<file path="config.mk">
export PLATFORM = sky130hd
export DESIGN_NAME = curved_fade_envelope
export DESIGN_NICKNAME = d
export VERILOG_FILES = /design/src/rtl/core/cfe_pkg.sv /design/src/rtl/core/cfe_regs.sv /design/src/rtl/core/cfe_front.sv /design/src/rtl/core/cfe_queue.sv /design/src/rtl/core/cfe_back.sv /design/src/rtl/core/curved_fade_envelope.sv
export SDC_FILE = /design/constraint.sdc
export NUM_CORES = 2
export LEC_CHECK = 0
export BUFFER_PORTS_ARGS = -buffer_cell sky130_fd_sc_hd__buf_2
export CORE_ASPECT_RATIO = 1.75
export CORE_MARGIN = 10
export CORE_UTILIZATION = 40
export CTS_CLUSTER_DIAMETER = 60
export DETAILED_ROUTE_END_ITERATION = 8
export RECOVER_POWER = 100
export SYNTH_ARGS = -nofsm -noshare
export SYNTH_HDL_FRONTEND = slang
export SYNTH_HIERARCHICAL = 1
export SYNTH_SLANG_ARGS = --single-unit
</file>
<file path="constraint.sdc">
create_clock -name clk -period 22.6 [get_ports clk]
set_input_delay 1.13 -clock clk [delete_from_list [all_inputs] [get_ports clk]]
set_output_delay 1.13 -clock clk [all_outputs]
set_load 0.02 [all_outputs]
</file>
<file path="src/rtl/core/cfe_pkg.sv">
package cfe_pkg;

    // Fixed widths of the sample, length and fraction fields.
    localparam int SAMPLE_BITS = 24;
    localparam int LENGTH_BITS = 20;
    localparam int FRAC_BITS   = 16;

    localparam int IDX_BITS  = LENGTH_BITS + 1;
    localparam int GAIN_BITS = FRAC_BITS + 1;

    // Default depth of the queue between the front and the back.
    localparam int QUEUE_DEPTH = 2;

    // Configuration register indexes.
    localparam int CFG_IDX_BITS = 2;
    localparam logic [CFG_IDX_BITS-1:0] REG_FADE_DIRECTION = 2'd0;
    localparam logic [CFG_IDX_BITS-1:0] REG_CURVE_SELECT   = 2'd1;
    localparam logic [CFG_IDX_BITS-1:0] REG_BUFFER_LENGTH  = 2'd2;
    localparam logic [CFG_IDX_BITS-1:0] REG_FADE_LENGTH    = 2'd3;

    // Curve codes.
    localparam logic [1:0] CURVE_LINEAR     = 2'd0;
    localparam logic [1:0] CURVE_SQUARE     = 2'd1;
    localparam logic [1:0] CURVE_INVERTED   = 2'd2;
    localparam logic [1:0] CURVE_SMOOTHSTEP = 2'd3;

    // Fade directions.
    localparam logic DIR_FADE_IN  = 1'b0;
    localparam logic DIR_FADE_OUT = 1'b1;

    // Unity gain and the largest buffer length.
    localparam logic [GAIN_BITS-1:0] ONE_GAIN = {1'b1, {FRAC_BITS{1'b0}}};
    localparam logic [IDX_BITS-1:0]  LEN_MAX  = {1'b1, {LENGTH_BITS{1'b0}}};

    typedef struct packed {
        logic signed [SAMPLE_BITS-1:0] sample_in;
        logic                          buffer_start;
        logic                          frame_end;
    } item_t;

    typedef struct packed {
        logic signed [SAMPLE_BITS-1:0] sample_out;
        logic [GAIN_BITS-1:0]          fade_gain;
    } result_t;

    typedef struct packed {
        logic                fade_direction;
        logic [1:0]          curve_select;
        logic [IDX_BITS-1:0] buffer_length;
        logic [IDX_BITS-1:0] fade_length;
    } cfg_t;

    // A classified item on its way from the front to the back.
    typedef struct packed {
        logic signed [SAMPLE_BITS-1:0] sample;
        logic                          in_fade;
        logic [IDX_BITS-1:0]           offset;
        logic [IDX_BITS-1:0]           flen;
    } work_t;

endpackage

</file>
<file path="src/rtl/core/cfe_regs.sv">
module cfe_regs (
    input  logic                              clk,
    input  logic                              rst_n,
    input  logic                              cfg_valid,
    output logic                              cfg_ready,
    input  logic [cfe_pkg::CFG_IDX_BITS-1:0]  cfg_index,
    input  logic [cfe_pkg::IDX_BITS-1:0]      cfg_data,
    output cfe_pkg::cfg_t                     cfg
);
    import cfe_pkg::*;

    cfg_t cfg_reg;

    // Writes are always taken.
    assign cfg_ready = 1'b1;
    assign cfg       = cfg_reg;

    // Register file with the documented reset values.
    always_ff @(posedge clk or negedge rst_n)
    begin
        if (!rst_n)
        begin
            cfg_reg.fade_direction <= DIR_FADE_IN;
            cfg_reg.curve_select   <= CURVE_LINEAR;
            cfg_reg.buffer_length  <= LEN_MAX;
            cfg_reg.fade_length    <= '0;
        end
        else if (cfg_valid)
        begin
            case (cfg_index)
                REG_FADE_DIRECTION: cfg_reg.fade_direction <= cfg_data[0];
                REG_CURVE_SELECT:   cfg_reg.curve_select   <= cfg_data[1:0];
                REG_BUFFER_LENGTH:  cfg_reg.buffer_length  <= cfg_data;
                REG_FADE_LENGTH:    cfg_reg.fade_length    <= cfg_data;
                default:            cfg_reg <= cfg_reg;
            endcase
        end
    end

endmodule

</file>
<file path="src/rtl/core/cfe_front.sv">
module cfe_front (
    input  logic            clk,
    input  logic            rst_n,
    input  cfe_pkg::cfg_t   cfg,
    input  logic            item_valid,
    output logic            item_ready,
    input  cfe_pkg::item_t  item,
    output logic            push_valid,
    input  logic            push_ready,
    output cfe_pkg::work_t  push_data
);
    import cfe_pkg::*;

    localparam logic [IDX_BITS-1:0] IDX_ONES = {IDX_BITS{1'b1}};

    logic [IDX_BITS-1:0] frame_index_reg;
    logic [IDX_BITS-1:0] frame_index_next;
    logic [IDX_BITS-1:0] idx;
    logic [IDX_BITS-1:0] len;
    logic [IDX_BITS-1:0] flen;
    logic [IDX_BITS-1:0] start;
    logic                in_fade;
    logic [IDX_BITS-1:0] offset;
    logic                accept;

    assign item_ready = push_ready;
    assign push_valid = item_valid;
    assign accept     = item_valid && push_ready;

    // Frame index seen by this item.
    assign idx = item.buffer_start ? '0 : frame_index_reg;

    // Clamp the buffer length and resolve a whole-buffer fade.
    always_comb
    begin
        if (cfg.buffer_length == '0)
            len = IDX_BITS'(1);
        else if (cfg.buffer_length > LEN_MAX)
            len = LEN_MAX;
        else
            len = cfg.buffer_length;

        if ((cfg.fade_length == '0) || (cfg.fade_length > len))
            flen = len;
        else
            flen = cfg.fade_length;
    end

    assign start = len - flen;

    // Decide whether the frame lies in the fade region and where.
    always_comb
    begin
        if (cfg.fade_direction == DIR_FADE_IN)
        begin
            in_fade = (idx < flen);
            offset  = idx;
        end
        else
        begin
            in_fade = (idx >= start) && (idx < len);
            offset  = idx - start;
        end
    end

    assign push_data.sample  = item.sample_in;
    assign push_data.in_fade = in_fade;
    assign push_data.offset  = offset;
    assign push_data.flen    = flen;

    // The index moves on after a frame end and saturates at all ones.
    always_comb
    begin
        frame_index_next = frame_index_reg;
        if (accept)
        begin
            if (item.frame_end && (idx != IDX_ONES))
                frame_index_next = idx + IDX_BITS'(1);
            else
                frame_index_next = idx;
        end
    end

    always_ff @(posedge clk or negedge rst_n)
    begin
        if (!rst_n)
            frame_index_reg <= '0;
        else
            frame_index_reg <= frame_index_next;
    end

endmodule

</file>
<file path="src/rtl/core/cfe_queue.sv">
module cfe_queue #(
    parameter int DEPTH = cfe_pkg::QUEUE_DEPTH
) (
    input  logic            clk,
    input  logic            rst_n,
    input  logic            push_valid,
    output logic            push_ready,
    input  cfe_pkg::work_t  push_data,
    output logic            pop_valid,
    input  logic            pop_ready,
    output cfe_pkg::work_t  pop_data
);
    import cfe_pkg::*;

    localparam int PTR_BITS = (DEPTH > 1) ? $clog2(DEPTH) : 1;
    localparam int CNT_BITS = $clog2(DEPTH + 1);
    localparam logic [PTR_BITS-1:0] LAST_PTR = PTR_BITS'(DEPTH - 1);

    work_t               mem [DEPTH];
    logic [PTR_BITS-1:0] wr_ptr_reg;
    logic [PTR_BITS-1:0] rd_ptr_reg;
    logic [CNT_BITS-1:0] count_reg;
    logic                do_push;
    logic                do_pop;

    assign push_ready = (count_reg != CNT_BITS'(DEPTH));
    assign pop_valid  = (count_reg != '0);
    assign pop_data   = mem[rd_ptr_reg];
    assign do_push    = push_valid && push_ready;
    assign do_pop     = pop_valid && pop_ready;

    // Storage for queued items.
    always_ff @(posedge clk)
    begin
        if (do_push)
            mem[wr_ptr_reg] <= push_data;
    end

    // Pointers wrap at the configured depth.
    always_ff @(posedge clk or negedge rst_n)
    begin
        if (!rst_n)
        begin
            wr_ptr_reg <= '0;
            rd_ptr_reg <= '0;
            count_reg  <= '0;
        end
        else
        begin
            if (do_push)
                wr_ptr_reg <= (wr_ptr_reg == LAST_PTR) ? '0 : wr_ptr_reg + PTR_BITS'(1);
            if (do_pop)
                rd_ptr_reg <= (rd_ptr_reg == LAST_PTR) ? '0 : rd_ptr_reg + PTR_BITS'(1);
            if (do_push && !do_pop)
                count_reg <= count_reg + CNT_BITS'(1);
            else if (do_pop && !do_push)
                count_reg <= count_reg - CNT_BITS'(1);
        end
    end

endmodule

</file>
<file path="src/rtl/core/cfe_back.sv">
module cfe_back (
    input  logic             clk,
    input  logic             rst_n,
    input  cfe_pkg::cfg_t    cfg,
    input  logic             pop_valid,
    output logic             pop_ready,
    input  cfe_pkg::work_t   pop_data,
    output logic             result_valid,
    input  logic             result_ready,
    output cfe_pkg::result_t result
);
    import cfe_pkg::*;

    localparam int CNT_BITS   = $clog2(FRAC_BITS);
    localparam int SQ_BITS    = 2 * GAIN_BITS;
    localparam int HI_BITS    = FRAC_BITS + 2;
    localparam int LO_BITS    = FRAC_BITS + HI_BITS;
    localparam int BLEND_BITS = 2 * HI_BITS;
    localparam int PROD_BITS  = SAMPLE_BITS + GAIN_BITS + 1;

    localparam logic [CNT_BITS-1:0] LAST_STEP = CNT_BITS'(FRAC_BITS - 1);
    localparam logic [HI_BITS-1:0]  THREE_ONE = HI_BITS'(3) << FRAC_BITS;

    localparam logic [2:0] S_IDLE   = 3'd0;
    localparam logic [2:0] S_DIV    = 3'd1;
    localparam logic [2:0] S_SHAPE  = 3'd2;
    localparam logic [2:0] S_CURVE  = 3'd3;
    localparam logic [2:0] S_SMOOTH = 3'd4;
    localparam logic [2:0] S_BLEND  = 3'd5;
    localparam logic [2:0] S_SCALE  = 3'd6;
    localparam logic [2:0] S_HOLD   = 3'd7;

    logic [2:0]                    state_reg, state_next;
    logic                          valid_reg, valid_next;
    logic signed [SAMPLE_BITS-1:0] sample_reg, sample_next;
    logic [IDX_BITS-1:0]           flen_reg, flen_next;
    logic [IDX_BITS-1:0]           rem_reg, rem_next;
    logic [FRAC_BITS-1:0]          quo_reg, quo_next;
    logic [CNT_BITS-1:0]           cnt_reg, cnt_next;
    logic [GAIN_BITS-1:0]          base_reg, base_next;
    logic [HI_BITS-1:0]            t_reg, t_next;
    logic [SQ_BITS-1:0]            sq_reg, sq_next;
    logic [LO_BITS-1:0]            lo_reg, lo_next;
    logic [BLEND_BITS-1:0]         hi_reg, hi_next;
    logic [GAIN_BITS-1:0]          gain_reg, gain_next;
    result_t                       result_reg, result_next;

    logic [IDX_BITS:0]             rem2;
    logic [IDX_BITS:0]             rem_diff;
    logic [GAIN_BITS-1:0]          pos;
    logic [GAIN_BITS-1:0]          base_w;
    logic [GAIN_BITS-1:0]          other_w;
    logic [GAIN_BITS-1:0]          sq_op;
    logic [HI_BITS-1:0]            sq_hi;
    logic [FRAC_BITS-1:0]          sq_lo;
    logic [BLEND_BITS-1:0]         blend;
    logic signed [GAIN_BITS:0]     gain_s;
    logic signed [PROD_BITS-1:0]   prod;
    logic signed [PROD_BITS-1:0]   prod_shr;

    assign result_valid = valid_reg;
    assign result       = result_reg;

    // One restoring division step per cycle.
    assign rem2     = {rem_reg, 1'b0};
    assign rem_diff = rem2 - {1'b0, flen_reg};

    // Rising and falling curve variables from the position.
    assign pos     = {1'b0, quo_reg};
    assign base_w  = (cfg.fade_direction == DIR_FADE_OUT) ? ONE_GAIN - pos : pos;
    assign other_w = (cfg.fade_direction == DIR_FADE_OUT) ? pos : ONE_GAIN - pos;
    assign sq_op   = (cfg.curve_select == CURVE_INVERTED) ? other_w : base_w;

    // Split the square so the smoothstep product is two narrow multiplies.
    assign sq_hi = sq_reg[SQ_BITS-1:FRAC_BITS];
    assign sq_lo = sq_reg[FRAC_BITS-1:0];
    assign blend = hi_reg + BLEND_BITS'(lo_reg >> FRAC_BITS);

    // Final scaling with an arithmetic shift.
    assign gain_s   = $signed({1'b0, gain_reg});
    assign prod     = sample_reg * gain_s;
    assign prod_shr = prod >>> FRAC_BITS;

    // Sequencer for one item at a time.
    always_comb
    begin
        state_next  = state_reg;
        valid_next  = valid_reg;
        sample_next = sample_reg;
        flen_next   = flen_reg;
        rem_next    = rem_reg;
        quo_next    = quo_reg;
        cnt_next    = cnt_reg;
        base_next   = base_reg;
        t_next      = t_reg;
        sq_next     = sq_reg;
        lo_next     = lo_reg;
        hi_next     = hi_reg;
        gain_next   = gain_reg;
        result_next = result_reg;
        pop_ready   = 1'b0;

        case (state_reg)
            S_IDLE:
            begin
                pop_ready = 1'b1;
                if (pop_valid)
                begin
                    sample_next = pop_data.sample;
                    flen_next   = pop_data.flen;
                    rem_next    = pop_data.offset;
                    quo_next    = '0;
                    cnt_next    = '0;
                    if (pop_data.in_fade)
                        state_next = S_DIV;
                    else
                    begin
                        gain_next  = ONE_GAIN;
                        state_next = S_SCALE;
                    end
                end
            end
            S_DIV:
            begin
                if (rem2 >= {1'b0, flen_reg})
                begin
                    rem_next = rem_diff[IDX_BITS-1:0];
                    quo_next = {quo_reg[FRAC_BITS-2:0], 1'b1};
                end
                else
                begin
                    rem_next = rem2[IDX_BITS-1:0];
                    quo_next = {quo_reg[FRAC_BITS-2:0], 1'b0};
                end
                cnt_next = cnt_reg + CNT_BITS'(1);
                if (cnt_reg == LAST_STEP)
                    state_next = S_SHAPE;
            end
            S_SHAPE:
            begin
                base_next  = base_w;
                t_next     = THREE_ONE - {base_w, 1'b0};
                sq_next    = SQ_BITS'(sq_op) * SQ_BITS'(sq_op);
                state_next = S_CURVE;
            end
            S_CURVE:
            begin
                state_next = S_SCALE;
                case (cfg.curve_select)
                    CURVE_LINEAR:   gain_next = base_reg;
                    CURVE_SQUARE:   gain_next = sq_hi[GAIN_BITS-1:0];
                    CURVE_INVERTED: gain_next = ONE_GAIN - sq_hi[GAIN_BITS-1:0];
                    default:
                    begin
                        lo_next    = LO_BITS'(sq_lo) * LO_BITS'(t_reg);
                        state_next = S_SMOOTH;
                    end
                endcase
            end
            S_SMOOTH:
            begin
                hi_next    = BLEND_BITS'(sq_hi) * BLEND_BITS'(t_reg);
                state_next = S_BLEND;
            end
            S_BLEND:
            begin
                gain_next  = GAIN_BITS'(blend >> FRAC_BITS);
                state_next = S_SCALE;
            end
            S_SCALE:
            begin
                result_next.sample_out = prod_shr[SAMPLE_BITS-1:0];
                result_next.fade_gain  = gain_reg;
                valid_next             = 1'b1;
                state_next             = S_HOLD;
            end
            S_HOLD:
            begin
                if (result_ready)
                begin
                    valid_next = 1'b0;
                    state_next = S_IDLE;
                end
            end
            default:
            begin
                valid_next = 1'b0;
                state_next = S_IDLE;
            end
        endcase
    end

    // Control state.
    always_ff @(posedge clk or negedge rst_n)
    begin
        if (!rst_n)
        begin
            state_reg <= S_IDLE;
            valid_reg <= 1'b0;
        end
        else
        begin
            state_reg <= state_next;
            valid_reg <= valid_next;
        end
    end

    // Datapath registers.
    always_ff @(posedge clk)
    begin
        sample_reg <= sample_next;
        flen_reg   <= flen_next;
        rem_reg    <= rem_next;
        quo_reg    <= quo_next;
        cnt_reg    <= cnt_next;
        base_reg   <= base_next;
        t_reg      <= t_next;
        sq_reg     <= sq_next;
        lo_reg     <= lo_next;
        hi_reg     <= hi_next;
        gain_reg   <= gain_next;
        result_reg <= result_next;
    end

endmodule

</file>
<file path="src/rtl/core/curved_fade_envelope.sv">
// A sample outside the fade region goes from the queue straight to scaling; inside the
// region the position is first formed by the FRAC_BITS steps of the one-bit-per-cycle
// restoring divider, then shaped by the curve, with smoothing steps for smoothstep.
// The back holds one item until its result is accepted before it takes the next;
// the queue absorbs QUEUE_DEPTH items while the back works.
// Reset: rst_n, asynchronous, active low, clears frame index, queue, sequencer; sets config reset values.
module curved_fade_envelope #(
    parameter int QUEUE_DEPTH = cfe_pkg::QUEUE_DEPTH
) (
    input  logic                              clk,
    input  logic                              rst_n,
    input  logic                              item_valid,
    output logic                              item_ready,
    input  cfe_pkg::item_t                    item,
    output logic                              result_valid,
    input  logic                              result_ready,
    output cfe_pkg::result_t                  result,
    input  logic                              cfg_valid,
    output logic                              cfg_ready,
    input  logic [cfe_pkg::CFG_IDX_BITS-1:0]  cfg_index,
    input  logic [cfe_pkg::IDX_BITS-1:0]      cfg_data
);
    import cfe_pkg::*;

    cfg_t  cfg;
    logic  push_valid;
    logic  push_ready;
    work_t push_data;
    logic  pop_valid;
    logic  pop_ready;
    work_t pop_data;

    // Configuration registers.
    cfe_regs u_regs (
        .clk       (clk),
        .rst_n     (rst_n),
        .cfg_valid (cfg_valid),
        .cfg_ready (cfg_ready),
        .cfg_index (cfg_index),
        .cfg_data  (cfg_data),
        .cfg       (cfg)
    );

    // Front: frame counting and fade region classification.
    cfe_front u_front (
        .clk        (clk),
        .rst_n      (rst_n),
        .cfg        (cfg),
        .item_valid (item_valid),
        .item_ready (item_ready),
        .item       (item),
        .push_valid (push_valid),
        .push_ready (push_ready),
        .push_data  (push_data)
    );

    // Queue between the front and the back.
    cfe_queue #(
        .DEPTH (QUEUE_DEPTH)
    ) u_queue (
        .clk        (clk),
        .rst_n      (rst_n),
        .push_valid (push_valid),
        .push_ready (push_ready),
        .push_data  (push_data),
        .pop_valid  (pop_valid),
        .pop_ready  (pop_ready),
        .pop_data   (pop_data)
    );

    // Back: position, curve shaping and sample scaling.
    cfe_back u_back (
        .clk          (clk),
        .rst_n        (rst_n),
        .cfg          (cfg),
        .pop_valid    (pop_valid),
        .pop_ready    (pop_ready),
        .pop_data     (pop_data),
        .result_valid (result_valid),
        .result_ready (result_ready),
        .result       (result)
    );

endmodule

</file>
==> results.yml <==
status:
  status: "finished, violations left"
  violations: "max-capacitance violations, max-slew violations"
setup_path:
  timing.rr.start: "u_back/quo_reg[0]$_SDFFCE_PN0P_"
  worst-endpoint-required_ns: 23.05
  critPathArrivalTime_ns: 10.01
  worstSetupStartpointType: "register"
  cp_max_fo: 14
  worst-setup-path-type: "reg2reg"
  crit_path_end_kind: "register"
  crit_start: "u_back/quo_reg[0]$_SDFFCE_PN0P_"
synthesis:
  synth_cells: 6450
  ys_ff_latch: 466
  synth-compound-area-share: 0.0618
  synth-simple-area-share: 0.139
  synthAdderAreaFrac: 0.427
  synth_xor_area_frac: 0.0346
  synth_top_family_by_area: "adder cells"
  yosysWarnings: 6
  synth_ff_type: "edfxtp_1"
  synth_area_leaders: "fa_1, edfxtp_1, ha_1, inv_1, nand2_1"
  ys_types: 104
  synthMuxAreaShare: 0.0284
  synth_top_area_cell: "fa_1"
  synth-edff-count: 392
  yosysSeqAreaShare: 0.213
  avgSynthCellArea_um2: 9.90
  synth_area_mm2: 0.0639
  async_reset_ff_frac: 0.159
  synth_top_area_frac: 0.316
routing:
  drtIter0Drc: 2108
  vias_per_cell: 5.18
  drcViolationCount: 0
  wl_per_cell_um: 19.9
  drtPass1Iterations: 5
  vias: 44258
  antenna_left: 0
  wl_um: 170000
floorplan:
  core_mm2: 0.159
  fp.dieArea_mm2: 0.177
  initial_core_util: 0.401
  ios: 98
  rows: 194
  die_y_um: 549
  fp.dieW_um: 322
timing:
  worstMarginPinSlew_ns: 4.46
  finalCritPeriodShare: 0.423
  setup-violations-final: 0
  period_needed_ns: 9.56
  fmax_mhz: 105
  skew_ns: 0.0665
  tns_ns: 0
  slew_headroom: -1.98
  hold_ws_ns: 0.486
  rsz0062_at_grt: "no"
  hold_viol_final: 0
  report.final.slew_viol_count: 851
flow_run:
  drv_cap: 22
cells_and_area:
  fin_nets: 8058
  stdcell_count: 8536
  area_growth_pct: 6.40
  utilization: 0.427
  largest_register_ffs: 134
  drive_gt1_frac: 0.0449
clock_tree:
  cts_root_buf: "clkbuf_16"
  clk_latency_ns: 0.68
  numCtsBuffers: 55
  htreeDepth: 2
  post_cts_resized: 0
  cts_buffer_depth: 3
  cts_tree: "built"
  clk_pin_slew_ns: 0.07
  hold_buffers: 0
  cts_sinks: 466
  post-cts-setup-buffers: 0
placed_design:
  dp.cells: 8429
  hpwl_um: 134000
  numPortBuffers: 96
  gp_congestion: 0.931
global_routing:
  grt_pass1_vias: 49738
  grt_overflow: 0
  antenna_found_initial: 7
  track_usage: 0.195
  grt_max_degree: 75
  grt_pass1_wl_um: 271000
hold_path:
  hold_class: "reg2reg"
  min_from: "u_front/frame_index_reg[20]$_DFFE_PN0P_"
## metrics by stage
step                      instance area, um2  setup slack (ns)
after floorplan                        63900             14.61
after global placement                 66400             13.36
after detailed placement               66400             13.19
after CTS                              68400             13.19
after global routing                   68000             12.39
final                                  68000             13.04
## Yosys cell counts, drive strengths merged (20+ instances only)
| master | n |
|---|---|
| xor2 | 93 |
| nor4 | 20 |
| edfxtp | 392 |
| a211oi | 21 |
| nor3 | 55 |
| nor2b | 51 |
| and3 | 39 |
| fa | 1009 |
| inv | 1305 |
| a21oi | 151 |
| nand4 | 31 |
| nand2 | 825 |
| o21ai | 132 |
| mux2i | 25 |
| mux2 | 125 |
| ha | 567 |
| nand2b | 34 |
| clkbuf | 218 |
| nor2 | 215 |
| xnor2 | 159 |
| buf | 55 |
| dfrtp | 73 |
| a21o | 72 |
| nand3 | 69 |
| o21a | 35 |
| and2 | 416 |
## area by class of cell
class / instances / area, um2
Antenna cell: 3 / 7.51
Clock buffer: 63 / 1440
Inverter: 1305 / 4900
Timing Repair Buffer: 184 / 958
Sequential cell: 466 / 13600
Fill cell: 15483 / 91300
Tap cell: 2058 / 2570
Multi-Input combinational cell: 4416 / 44000
Clock inverter: 41 / 500
## worst max-delay path, stage by stage, from the launching register on
cell and delay (ns):
edfxtp_1 0.63, inv_1 0.47, ha_1 0.35, nand2b_1 0.17
nor4_1 0.56, a21oi_1 0.16, xnor2_1 0.62, inv_1 0.46
nand2_1 0.23, fa_1 0.46, fa_1 0.55, fa_1 0.52
inv_1 0.06, fa_1 0.52, fa_1 0.50, inv_1 0.05
fa_1 0.47, inv_1 0.04, ha_1 0.35, a21o_1 0.17
a21oi_1 0.10, and3b_1 0.19, a211oi_1 0.57, a31oi_1 0.36
o221ai_1 0.31, a21oi_1 0.14, o311ai_0 0.33
## kinds of logic after synthesis
logic type | Yosys count
simple gates | 1823
buf+inv | 1578
fa+ha+maj | 1576
compound gates | 602
flops | 466
xor+xnor | 252
mux | 150
other cells | 3
## per-layer routing
metal / up-vias / track usage / share of wire
met5: - / 0 / 0.000041
met4: 2 / 0.109 / 0.065
met3: 438 / 0.0197 / 0.036
met2: 1085 / 0.374 / 0.54
met1: 22560 / 0.204 / 0.36
li1: 20173 / - / -
## path summary, 6_finish.rpt
check,to,cells past startpoint,slack (ns)
worst max-delay path,u_back/sq_reg[26]$_DFFE_PP_,26,13.04
worst max register to register,u_back/sq_reg[26]$_DFFE_PP_,26,13.04
max in group asynchronous,u_regs/cfg[44]$_DFFE_PN0P_,1,18.09
worst min register to register,u_front/frame_index_reg[20]$_DFFE_PN0P_,2,0.49
worst min-delay path,u_front/frame_index_reg[20]$_DFFE_PN0P_,2,0.49
min in group asynchronous,u_regs/cfg[44]$_DFFE_PN0P_,1,1.90
## cell usage in the layout, fill, tap and decap left out, types with 30 or more instances in the layout
cell and n:
inv_1 1298, fa_1 1009, nand2_1 824, ha_1 567, and2_1 406, edfxtp_1 392, nor2_1 211, xnor2_1 159
a21oi_1 151, o21ai_0 126, clkbuf_1 95, xor2_1 93, a21o_1 72, dfrtp_1 72, nand3_1 69, mux2_2 67
buf_4 60, clkbuf_16 55, nor3_1 54, mux2_1 53, nor2b_1 51, and3_1 38, o21a_1 35, buf_2 34
nand2b_1 33, nand4_1 30
Power is left out: the tool's default activity adds up to more than one toggle a clock period on the data nets, which glitch-free logic cannot reach.
